`src/sv/tsa_pkg.sv`:
```
package tsa_pkg;

    // field widths
    localparam int TS_W    = 64;
    localparam int SEQ_W   = 32;
    localparam int CMD_W   = 2;
    localparam int KIND_W  = 3;
    localparam int FRAME_W = 32;
    localparam int CFG_W   = 32;
    localparam int CFG_IDX_W = 2;

    // stored timestamp width, 32 to 64
    localparam int STAMP_W = 64;

    // queue between front and back
    localparam int QUEUE_DEPTH = 2;
    localparam int QPTR_W      = $clog2(QUEUE_DEPTH);
    localparam int QCNT_W      = $clog2(QUEUE_DEPTH + 1);

    // register reset values
    localparam logic [CFG_W-1:0] MAX_DIFF_RESET = CFG_W'(5000);
    localparam logic [CFG_W-1:0] TIMEOUT_RESET  = CFG_W'(100);

    // register indexes
    localparam logic [CFG_IDX_W-1:0] REG_MAX_DIFF = CFG_IDX_W'(0);
    localparam logic [CFG_IDX_W-1:0] REG_TIMEOUT  = CFG_IDX_W'(1);

    // command codes
    localparam logic [CMD_W-1:0] CMD_MOTION = CMD_W'(0);
    localparam logic [CMD_W-1:0] CMD_TOUCH  = CMD_W'(1);
    localparam logic [CMD_W-1:0] CMD_TICK   = CMD_W'(2);

    // result kinds
    localparam logic [KIND_W-1:0] KIND_FRAME          = KIND_W'(0);
    localparam logic [KIND_W-1:0] KIND_MOTION_MISMATCH = KIND_W'(1);
    localparam logic [KIND_W-1:0] KIND_TOUCH_MISMATCH  = KIND_W'(2);
    localparam logic [KIND_W-1:0] KIND_MOTION_TIMEOUT  = KIND_W'(3);
    localparam logic [KIND_W-1:0] KIND_TOUCH_TIMEOUT   = KIND_W'(4);
    localparam logic [KIND_W-1:0] KIND_BUSY            = KIND_W'(5);

    typedef enum logic [1:0] {
        OP_MOTION,
        OP_TOUCH,
        OP_TICK
    } op_t;

    typedef struct packed {
        logic [CMD_W-1:0] command;
        logic [TS_W-1:0]  packet_timestamp_us;
        logic [SEQ_W-1:0] packet_sequence;
    } in_item_t;

    typedef struct packed {
        logic [KIND_W-1:0]  result_kind;
        logic [FRAME_W-1:0] frame_number;
        logic [TS_W-1:0]    frame_stamp_us;
        logic [TS_W-1:0]    time_difference_us;
        logic [SEQ_W-1:0]   motion_sequence;
        logic [SEQ_W-1:0]   touch_sequence;
    } out_item_t;

    typedef struct packed {
        op_t                op;
        logic [STAMP_W-1:0] stamp;
        logic [SEQ_W-1:0]   seq;
    } queue_entry_t;

    typedef struct packed {
        logic [CFG_W-1:0] max_diff;
        logic [CFG_W-1:0] timeout;
    } cfg_t;

endpackage

```
`src/sv/tsa_front.sv`:
```
module tsa_front
    import tsa_pkg::*;
(
    input  logic         clk,
    input  logic         rst_n,
    input  logic         item_valid,
    output logic         item_ready,
    input  in_item_t     item,
    output logic         q_valid,
    output queue_entry_t q_head,
    input  logic         q_pop
);

    queue_entry_t            mem_reg [QUEUE_DEPTH];
    logic [QPTR_W-1:0]       wr_ptr_reg, wr_ptr_next;
    logic [QPTR_W-1:0]       rd_ptr_reg, rd_ptr_next;
    logic [QCNT_W-1:0]       count_reg, count_next;
    logic                    push;
    logic                    do_pop;
    queue_entry_t            entry;
    logic                    known_cmd;

    // classify the incoming beat
    always_comb
    begin
        entry.stamp = item.packet_timestamp_us[STAMP_W-1:0];
        entry.seq   = item.packet_sequence;
        entry.op    = OP_TICK;
        known_cmd   = 1'b1;
        case (item.command)
            CMD_MOTION: entry.op = OP_MOTION;
            CMD_TOUCH:  entry.op = OP_TOUCH;
            CMD_TICK:   entry.op = OP_TICK;
            default:    known_cmd = 1'b0;
        endcase
    end

    assign item_ready = (count_reg != QCNT_W'(QUEUE_DEPTH));
    // unused command is taken and dropped here
    assign push       = item_valid && item_ready && known_cmd;
    assign q_valid    = (count_reg != '0);
    assign q_head     = mem_reg[rd_ptr_reg];
    assign do_pop     = q_pop && q_valid;

    always_comb
    begin
        wr_ptr_next = wr_ptr_reg;
        rd_ptr_next = rd_ptr_reg;
        count_next  = count_reg;
        if (push)
        begin
            wr_ptr_next = (wr_ptr_reg == QPTR_W'(QUEUE_DEPTH - 1)) ? '0
                                                                   : wr_ptr_reg + 1'b1;
        end
        if (do_pop)
        begin
            rd_ptr_next = (rd_ptr_reg == QPTR_W'(QUEUE_DEPTH - 1)) ? '0
                                                                   : rd_ptr_reg + 1'b1;
        end
        if (push && !do_pop)
        begin
            count_next = count_reg + 1'b1;
        end
        else if (!push && do_pop)
        begin
            count_next = count_reg - 1'b1;
        end
    end

    always_ff @(posedge clk or negedge rst_n)
    begin
        if (!rst_n)
        begin
            wr_ptr_reg <= '0;
            rd_ptr_reg <= '0;
            count_reg  <= '0;
        end
        else
        begin
            wr_ptr_reg <= wr_ptr_next;
            rd_ptr_reg <= rd_ptr_next;
            count_reg  <= count_next;
        end
    end

    always_ff @(posedge clk)
    begin
        if (push)
        begin
            mem_reg[wr_ptr_reg] <= entry;
        end
    end

endmodule

```
`src/sv/tsa_back.sv`:
```
module tsa_back
    import tsa_pkg::*;
(
    input  logic         clk,
    input  logic         rst_n,
    input  logic         q_valid,
    input  queue_entry_t q_head,
    output logic         q_pop,
    input  cfg_t         cfg,
    output logic         result_valid,
    input  logic         result_ready,
    output out_item_t    result
);

    // slot state
    logic                 m_full_reg, m_full_next;
    logic                 t_full_reg, t_full_next;
    logic [STAMP_W-1:0]   m_ts_reg, m_ts_next;
    logic [STAMP_W-1:0]   t_ts_reg, t_ts_next;
    logic [SEQ_W-1:0]     m_seq_reg, m_seq_next;
    logic [SEQ_W-1:0]     t_seq_reg, t_seq_next;
    logic [CFG_W-1:0]     m_age_reg, m_age_next;
    logic [CFG_W-1:0]     t_age_reg, t_age_next;
    logic [FRAME_W-1:0]   frame_reg, frame_next;

    // result register
    logic                 res_valid_reg, res_valid_next;
    out_item_t            res_reg, res_next;

    logic                 fire;
    logic                 has_res;
    logic [STAMP_W-1:0]   m_ts_eff, t_ts_eff;
    logic [SEQ_W-1:0]     m_seq_eff, t_seq_eff;
    logic                 m_ge;
    logic [STAMP_W-1:0]   diff;
    logic                 too_far;
    logic [CFG_W-1:0]     m_age_inc, t_age_inc;

    assign fire  = q_valid && (!res_valid_reg || result_ready);
    assign q_pop = fire;

    // pairing datapath: the arriving packet against the held one
    assign m_ts_eff  = (q_head.op == OP_MOTION) ? q_head.stamp : m_ts_reg;
    assign t_ts_eff  = (q_head.op == OP_TOUCH)  ? q_head.stamp : t_ts_reg;
    assign m_seq_eff = (q_head.op == OP_MOTION) ? q_head.seq   : m_seq_reg;
    assign t_seq_eff = (q_head.op == OP_TOUCH)  ? q_head.seq   : t_seq_reg;
    assign m_ge      = (m_ts_eff >= t_ts_eff);
    assign diff      = m_ge ? (m_ts_eff - t_ts_eff) : (t_ts_eff - m_ts_eff);
    assign too_far   = (diff > STAMP_W'(cfg.max_diff));

    // saturating age
    assign m_age_inc = (m_age_reg == '1) ? m_age_reg : m_age_reg + 1'b1;
    assign t_age_inc = (t_age_reg == '1) ? t_age_reg : t_age_reg + 1'b1;

    always_comb
    begin
        m_full_next = m_full_reg;
        t_full_next = t_full_reg;
        m_ts_next   = m_ts_reg;
        t_ts_next   = t_ts_reg;
        m_seq_next  = m_seq_reg;
        t_seq_next  = t_seq_reg;
        m_age_next  = m_age_reg;
        t_age_next  = t_age_reg;
        frame_next  = frame_reg;
        has_res     = 1'b0;
        res_next    = '0;
        if (fire)
        begin
            case (q_head.op)
                OP_MOTION, OP_TOUCH:
                begin
                    if ((q_head.op == OP_MOTION) ? m_full_reg : t_full_reg)
                    begin
                        has_res              = 1'b1;
                        res_next.result_kind = KIND_BUSY;
                        if (q_head.op == OP_MOTION)
                        begin
                            res_next.motion_sequence = q_head.seq;
                        end
                        else
                        begin
                            res_next.touch_sequence = q_head.seq;
                        end
                    end
                    else
                    begin
                        if (q_head.op == OP_MOTION)
                        begin
                            m_full_next = 1'b1;
                            m_ts_next   = q_head.stamp;
                            m_seq_next  = q_head.seq;
                            m_age_next  = '0;
                        end
                        else
                        begin
                            t_full_next = 1'b1;
                            t_ts_next   = q_head.stamp;
                            t_seq_next  = q_head.seq;
                            t_age_next  = '0;
                        end
                        // other slot full: compare now
                        if ((q_head.op == OP_MOTION) ? t_full_reg : m_full_reg)
                        begin
                            has_res                     = 1'b1;
                            res_next.time_difference_us = TS_W'(diff);
                            res_next.motion_sequence    = m_seq_eff;
                            res_next.touch_sequence     = t_seq_eff;
                            if (too_far)
                            begin
                                // drop the older packet
                                if (!m_ge)
                                begin
                                    res_next.result_kind = KIND_MOTION_MISMATCH;
                                    m_full_next          = 1'b0;
                                end
                                else
                                begin
                                    res_next.result_kind = KIND_TOUCH_MISMATCH;
                                    t_full_next          = 1'b0;
                                end
                            end
                            else
                            begin
                                res_next.result_kind    = KIND_FRAME;
                                res_next.frame_number   = frame_reg;
                                res_next.frame_stamp_us = TS_W'(m_ts_eff);
                                frame_next              = frame_reg + 1'b1;
                                m_full_next             = 1'b0;
                                t_full_next             = 1'b0;
                            end
                        end
                    end
                end
                OP_TICK:
                begin
                    if (m_full_reg && !t_full_reg)
                    begin
                        m_age_next = m_age_inc;
                        if (m_age_inc >= cfg.timeout)
                        begin
                            m_full_next              = 1'b0;
                            has_res                  = 1'b1;
                            res_next.result_kind     = KIND_MOTION_TIMEOUT;
                            res_next.motion_sequence = m_seq_reg;
                        end
                    end
                    else if (t_full_reg && !m_full_reg)
                    begin
                        t_age_next = t_age_inc;
                        if (t_age_inc >= cfg.timeout)
                        begin
                            t_full_next             = 1'b0;
                            has_res                 = 1'b1;
                            res_next.result_kind    = KIND_TOUCH_TIMEOUT;
                            res_next.touch_sequence = t_seq_reg;
                        end
                    end
                end
                default:
                begin
                    has_res = 1'b0;
                end
            endcase
        end
    end

    always_comb
    begin
        res_valid_next = res_valid_reg;
        if (fire && has_res)
        begin
            res_valid_next = 1'b1;
        end
        else if (result_ready)
        begin
            res_valid_next = 1'b0;
        end
    end

    always_ff @(posedge clk or negedge rst_n)
    begin
        if (!rst_n)
        begin
            m_full_reg    <= 1'b0;
            t_full_reg    <= 1'b0;
            m_age_reg     <= '0;
            t_age_reg     <= '0;
            frame_reg     <= '0;
            res_valid_reg <= 1'b0;
        end
        else
        begin
            m_full_reg    <= m_full_next;
            t_full_reg    <= t_full_next;
            m_age_reg     <= m_age_next;
            t_age_reg     <= t_age_next;
            frame_reg     <= frame_next;
            res_valid_reg <= res_valid_next;
        end
    end

    always_ff @(posedge clk)
    begin
        m_ts_reg  <= m_ts_next;
        t_ts_reg  <= t_ts_next;
        m_seq_reg <= m_seq_next;
        t_seq_reg <= t_seq_next;
        if (fire && has_res)
        begin
            res_reg <= res_next;
        end
    end

    assign result_valid = res_valid_reg;
    assign result       = res_reg;

`ifndef ASSERT_OFF
    // a pair always resolves in the same step
    a_never_both_full: assert property (@(posedge clk) disable iff (!rst_n)
        !(m_full_reg && t_full_reg))
        else $error("both slots held after a step");

    // frame id advances on a frame result and only then
    a_frame_advance: assert property (@(posedge clk) disable iff (!rst_n)
        (fire && has_res && res_next.result_kind == KIND_FRAME)
        |=> (frame_reg == $past(frame_reg) + 1'b1))
        else $error("frame id did not advance on a frame");

    a_frame_hold: assert property (@(posedge clk) disable iff (!rst_n)
        !(fire && has_res && res_next.result_kind == KIND_FRAME)
        |=> $stable(frame_reg))
        else $error("frame id moved without a frame");

    // a refused arrival leaves the slots alone
    a_busy_no_change: assert property (@(posedge clk) disable iff (!rst_n)
        (fire && has_res && res_next.result_kind == KIND_BUSY)
        |=> ($stable(m_full_reg) && $stable(t_full_reg)))
        else $error("busy beat changed slot occupancy");
`endif

endmodule

```
`src/sv/timestamp_pair_aligner_core.sv`:
```
// path: an accepted input beat is written into the queue, then the back stage takes it
//   from the queue head and registers any result it gives in the result register
// throughput: one input beat per cycle, set by the back stage that owns
//   both slots; while a result waits the two-entry queue keeps taking beats, then ready drops
// reset (rst_n low, async): both slots empty, ages and frame id zero, registers at
//   max difference 5000 and timeout 100; no clearing pass
module timestamp_pair_aligner_core
    import tsa_pkg::*;
(
    input  logic                 clk,
    input  logic                 rst_n,
    // input beats
    input  logic                 item_valid,
    output logic                 item_ready,
    input  in_item_t             item,
    // result beats
    output logic                 result_valid,
    input  logic                 result_ready,
    output out_item_t            result,
    // register writes
    input  logic                 cfg_valid,
    output logic                 cfg_ready,
    input  logic [CFG_IDX_W-1:0] cfg_index,
    input  logic [CFG_W-1:0]     cfg_data
);

    cfg_t         cfg_reg, cfg_next;
    logic         q_valid;
    queue_entry_t q_head;
    logic         q_pop;

    // register writes are taken straight into the registers, so the port never stalls
    assign cfg_ready = 1'b1;

    always_comb
    begin
        cfg_next = cfg_reg;
        if (cfg_valid)
        begin
            case (cfg_index)
                REG_MAX_DIFF: cfg_next.max_diff = cfg_data;
                REG_TIMEOUT:  cfg_next.timeout  = cfg_data;
                default:      cfg_next          = cfg_reg;   // unknown index ignored
            endcase
        end
    end

    always_ff @(posedge clk or negedge rst_n)
    begin
        if (!rst_n)
        begin
            cfg_reg.max_diff <= MAX_DIFF_RESET;
            cfg_reg.timeout  <= TIMEOUT_RESET;
        end
        else
        begin
            cfg_reg <= cfg_next;
        end
    end

    // front: takes beats, decodes the command, queues them
    tsa_front u_front (
        .clk        (clk),
        .rst_n      (rst_n),
        .item_valid (item_valid),
        .item_ready (item_ready),
        .item       (item),
        .q_valid    (q_valid),
        .q_head     (q_head),
        .q_pop      (q_pop)
    );

    // back: slot state, pairing, aging, result register
    tsa_back u_back (
        .clk          (clk),
        .rst_n        (rst_n),
        .q_valid      (q_valid),
        .q_head       (q_head),
        .q_pop        (q_pop),
        .cfg          (cfg_reg),
        .result_valid (result_valid),
        .result_ready (result_ready),
        .result       (result)
    );

endmodule

```
`config.mk`:
```
export PLATFORM = sky130hd
export DESIGN_NAME = timestamp_pair_aligner_core
export DESIGN_NICKNAME = d
export VERILOG_FILES = /design/src/sv/tsa_pkg.sv /design/src/sv/tsa_front.sv /design/src/sv/tsa_back.sv /design/src/sv/timestamp_pair_aligner_core.sv
export SDC_FILE = /design/constraint.sdc
export NUM_CORES = 2
export LEC_CHECK = 0
export BUFFER_PORTS_ARGS = -buffer_cell sky130_fd_sc_hd__buf_2
export CORE_ASPECT_RATIO = 0.9
export CORE_MARGIN = 4
export CORE_UTILIZATION = 44
export DETAILED_ROUTE_END_ITERATION = 12
export PLACE_DENSITY = 0.73
export SLEW_MARGIN = 10
export SYNTH_ARGS = -nofsm -noshare
export SYNTH_HDL_FRONTEND = slang
export SYNTH_SLANG_ARGS = --single-unit
```
`constraint.sdc`:
```
create_clock -name clk -period 38.7 [get_ports clk]
set_input_delay 7.74 -clock clk [delete_from_list [all_inputs] [get_ports clk]]
set_output_delay 7.74 -clock clk [all_outputs]
set_load 0.01 [all_outputs]
```
==> results.tsv <==
stage	metric	value	unit
drt	drt_iter0_markers	3553	
logic_synthesis	synth_cell_types	80	
logic_synthesis	synth_area	41500	um2
floorplan	chipHeight	299	um
setup_path	cp-end-kind	register	
logic_synthesis	synth_top_area_cell	edfxtp_1	
clocking	cts.path.max_buffers	3	
logic_synthesis	ys_seq_area_frac	0.546	
drt	drc_errors	0	
floorplan	core	93200	um2
layout	postLayoutCoreUtil	0.507	
floorplan	fp.dieW	332	um
power_and_ir_drop	power	4.37	mW
clocking	cts_buffers	83	
logic_synthesis	synthFlopType	edfxtp_1	
timing	max_slew.worst_pin.slew	1.21	ns
logic_synthesis	synth_edf_count	615	
logic_synthesis	synthCells	3882	
setup_path	cp_max_fo	78	
logic_synthesis	synth_area_per_cell	10.7	um2
global_routing	grt_pass1_vias	30100	
drt	ant_nets	0	
drt	via_count	31500	
clocking	h-tree-depth	3	
hold_path	hp-class	register to register	
timing	fmax	0.0952	GHz
floorplan	io_pins	367	
layout	drive_gt1_frac	0.143	
floorplan	rows	106	
setup_path	arrival	11.08	ns
global_routing	grt_pass1_wl	183000	um
timing	setup_viol	0	
global_routing	grt_overflow	0	
clocking	clk_latency	0.66	ns
timing	final.setup_skew	0.0443	ns
timing	period_needed	10.50	ns
setup_path	slowest_delay	0.80	ns
setup_path	start_kind	register	
hold_path	hold_depth	1	
clocking	cts_root_buf	clkbuf_16	
logic_synthesis	synthTopCellsByCount	edfxtp_1, nand2_1, o21ai_0	
logic_synthesis	synth_nets	4248	
floorplan	dieArea	99300	um2
drt	routed_wl	122000	um
job	cap_violations	0	
timing	grt_setup_unrepaired	no	
placed_design	pre_cts_slack	28.07	ns
layout	largest_register_ffs	227	
layout	design_area	47300	um2
logic_synthesis	yosysWarnings	0	
global_routing	track_usage	0.236	
timing	report.final.slew_viol_count	0	
power_and_ir_drop	ir_worst_vdd	0.0000713	V
clocking	holdBufCountCts	0	
drt	first_pass_iters	8	
layout	syn_to_final_growth	14.0	%
power_and_ir_drop	leakage	19.9	nW
logic_synthesis	synth.most_common_cell	edfxtp_1	
setup_path	critPathSlowestCell	dfrtp_4	
clocking	cts.sinks	782	
timing	worst_slack	28.20	ns
global_routing	antenna_found_initial	13	
power_and_ir_drop	p_per_area	92.5	nW/um2
placed_design	hpwlAfterDp	89700	um
logic_synthesis	async_flop_share	0.214	
timing	period_share	0.271	
placed_design	place_area	44500	um2
clocking	cts_resized	0	
floorplan	start_util	0.445	
timing	tns	0	ns
placed_design	portBuffers	365	
timing	finalHoldViolations	0	
logic_synthesis	synth-seq-cells	782	
layout	fin_nets	4559	
clocking	clk_pin_slew	0.06	ns
global_routing	grt_max_degree	187	
logic_synthesis	synth_area_leaders	edfxtp_1, dfrtp_1, ha_1, o21ai_0, nand2_1	
setup_path	critPathKind	register to register	
setup_path	critPathRequiredTime	39.27	ns
placed_design	gp_congestion	1.02	
run_status	outcome	completed	
setup_path	critical_path.most_common_cell	buf_4	
clocking	cts_setup_buffers	0	
drt	wl_per_cell	22.1	um
setup_path	r2r_cells	30	
timing	relSlewSlack	0.194	
logic_synthesis	synth_top_area_frac	0.445	
clocking	cts_tree	done	
drt	via_per_inst	5.72	
==> layer usage <==
metal / part of all wire / vias up / wire (um) / GRT usage
li1: - / 14600 / - / -
met1: 0.45 / 15300 / 54300 / 0.352
met2: 0.44 / 1441 / 53500 / 0.355
met3: 0.084 / 194 / 10200 / 0.0367
met4: 0.031 / 2 / 3720 / 0.0749
met5: 0.00011 / - / 13 / 0
==> power breakdown <==
part	switching [mW]	internal, mW	total [mW]
registers	0.0835	1.18	1.26
clock network	0.343	0.466	0.809
logic	1.59	0.719	2.30
==> metrics by stage <==
step           hold WS (ns)  instances
3_5_place_dp          0.480       5350
5_1_grt               0.506       5506
4_1_cts               0.488       5503
3_3_place_gp          0.472       5350
6_report              0.490       5508
2_1_floorplan         0.450       3882
==> path summary, 6_finish.rpt <==
path / startpoint / slack (ns) / end
max reg2reg: u_front.rd_ptr_reg / 28.20 / u_back.frame_reg[24]
min in group asynchronous: rst_n / 7.16 / u_back.t_age_reg[10]
max in group asynchronous: rst_n / 29.96 / u_back.frame_reg[17]
min reg2reg: u_back.m_age_reg[30] / 0.49 / u_back.m_age_reg[30]
max: u_front.rd_ptr_reg / 28.20 / u_back.frame_reg[24]
min: u_back.m_age_reg[30] / 0.49 / u_back.m_age_reg[30]
==> worst max-delay path: cells and delay by family, from the launching register on <==
family                   cells  cell delay, ns
AO/OA/AOI/OAI                6            1.65
buffers and inverters        5            2.36
multiplexers                 1            0.51
adder cells (fa/ha/maj)      2            0.92
flip-flops                   1            0.80
XOR/XNOR                     2            0.42
AND/OR/NAND/NOR             14            3.54
==> cell usage in the layout, fill, tap and decap left out, types with 24 or more instances in the layout <==
cell type and count:
a22oi_1 37, a21oi_1 268, buf_2 364, o21bai_1 24, and2_1 68, ha_1 227, o21ai_0 332, clkbuf_16 83
o31ai_1 25, inv_1 327, nor3_1 31, and3_1 36, buf_4 37, nand3_1 61, o2bb2ai_1 34, a22o_1 35
mux2i_1 131, a21o_1 66, edfxtp_1 615, xor2_1 70, nand4_1 86, nand2_1 364, mux2_2 37, xnor2_1 87
dfrtp_1 158, nor2_1 324
==> final cells by class <==
| class | count | area [um2] |
|---|---|---|
| Timing Repair Buffer | 403 | 2130 |
| Fill cell | 8187 | 45900 |
| Multi-Input combinational cell | 2596 | 16900 |
| Tap cell | 1242 | 1550 |
| Clock inverter | 61 | 658 |
| Antenna cell | 5 | 12.5 |
| Sequential cell | 782 | 22700 |
| Inverter | 327 | 1230 |
| Clock buffer | 92 | 2110 |
==> cell families (layout without fill, tap and decap cells) <==
kind of cell    Yosys count  count (layout)  share of synthesized area
other cells               1               6                  0.0000904
flops                   782             782                      0.546
fa+ha+maj               229             229                     0.0694
buf+inv                 504             883                     0.0476
compound gates          971             971                      0.143
simple gates           1070            1070                      0.119
mux                     168             168                     0.0417
xor+xnor                157             157                     0.0331
Power figures use the tool's default switching activity.
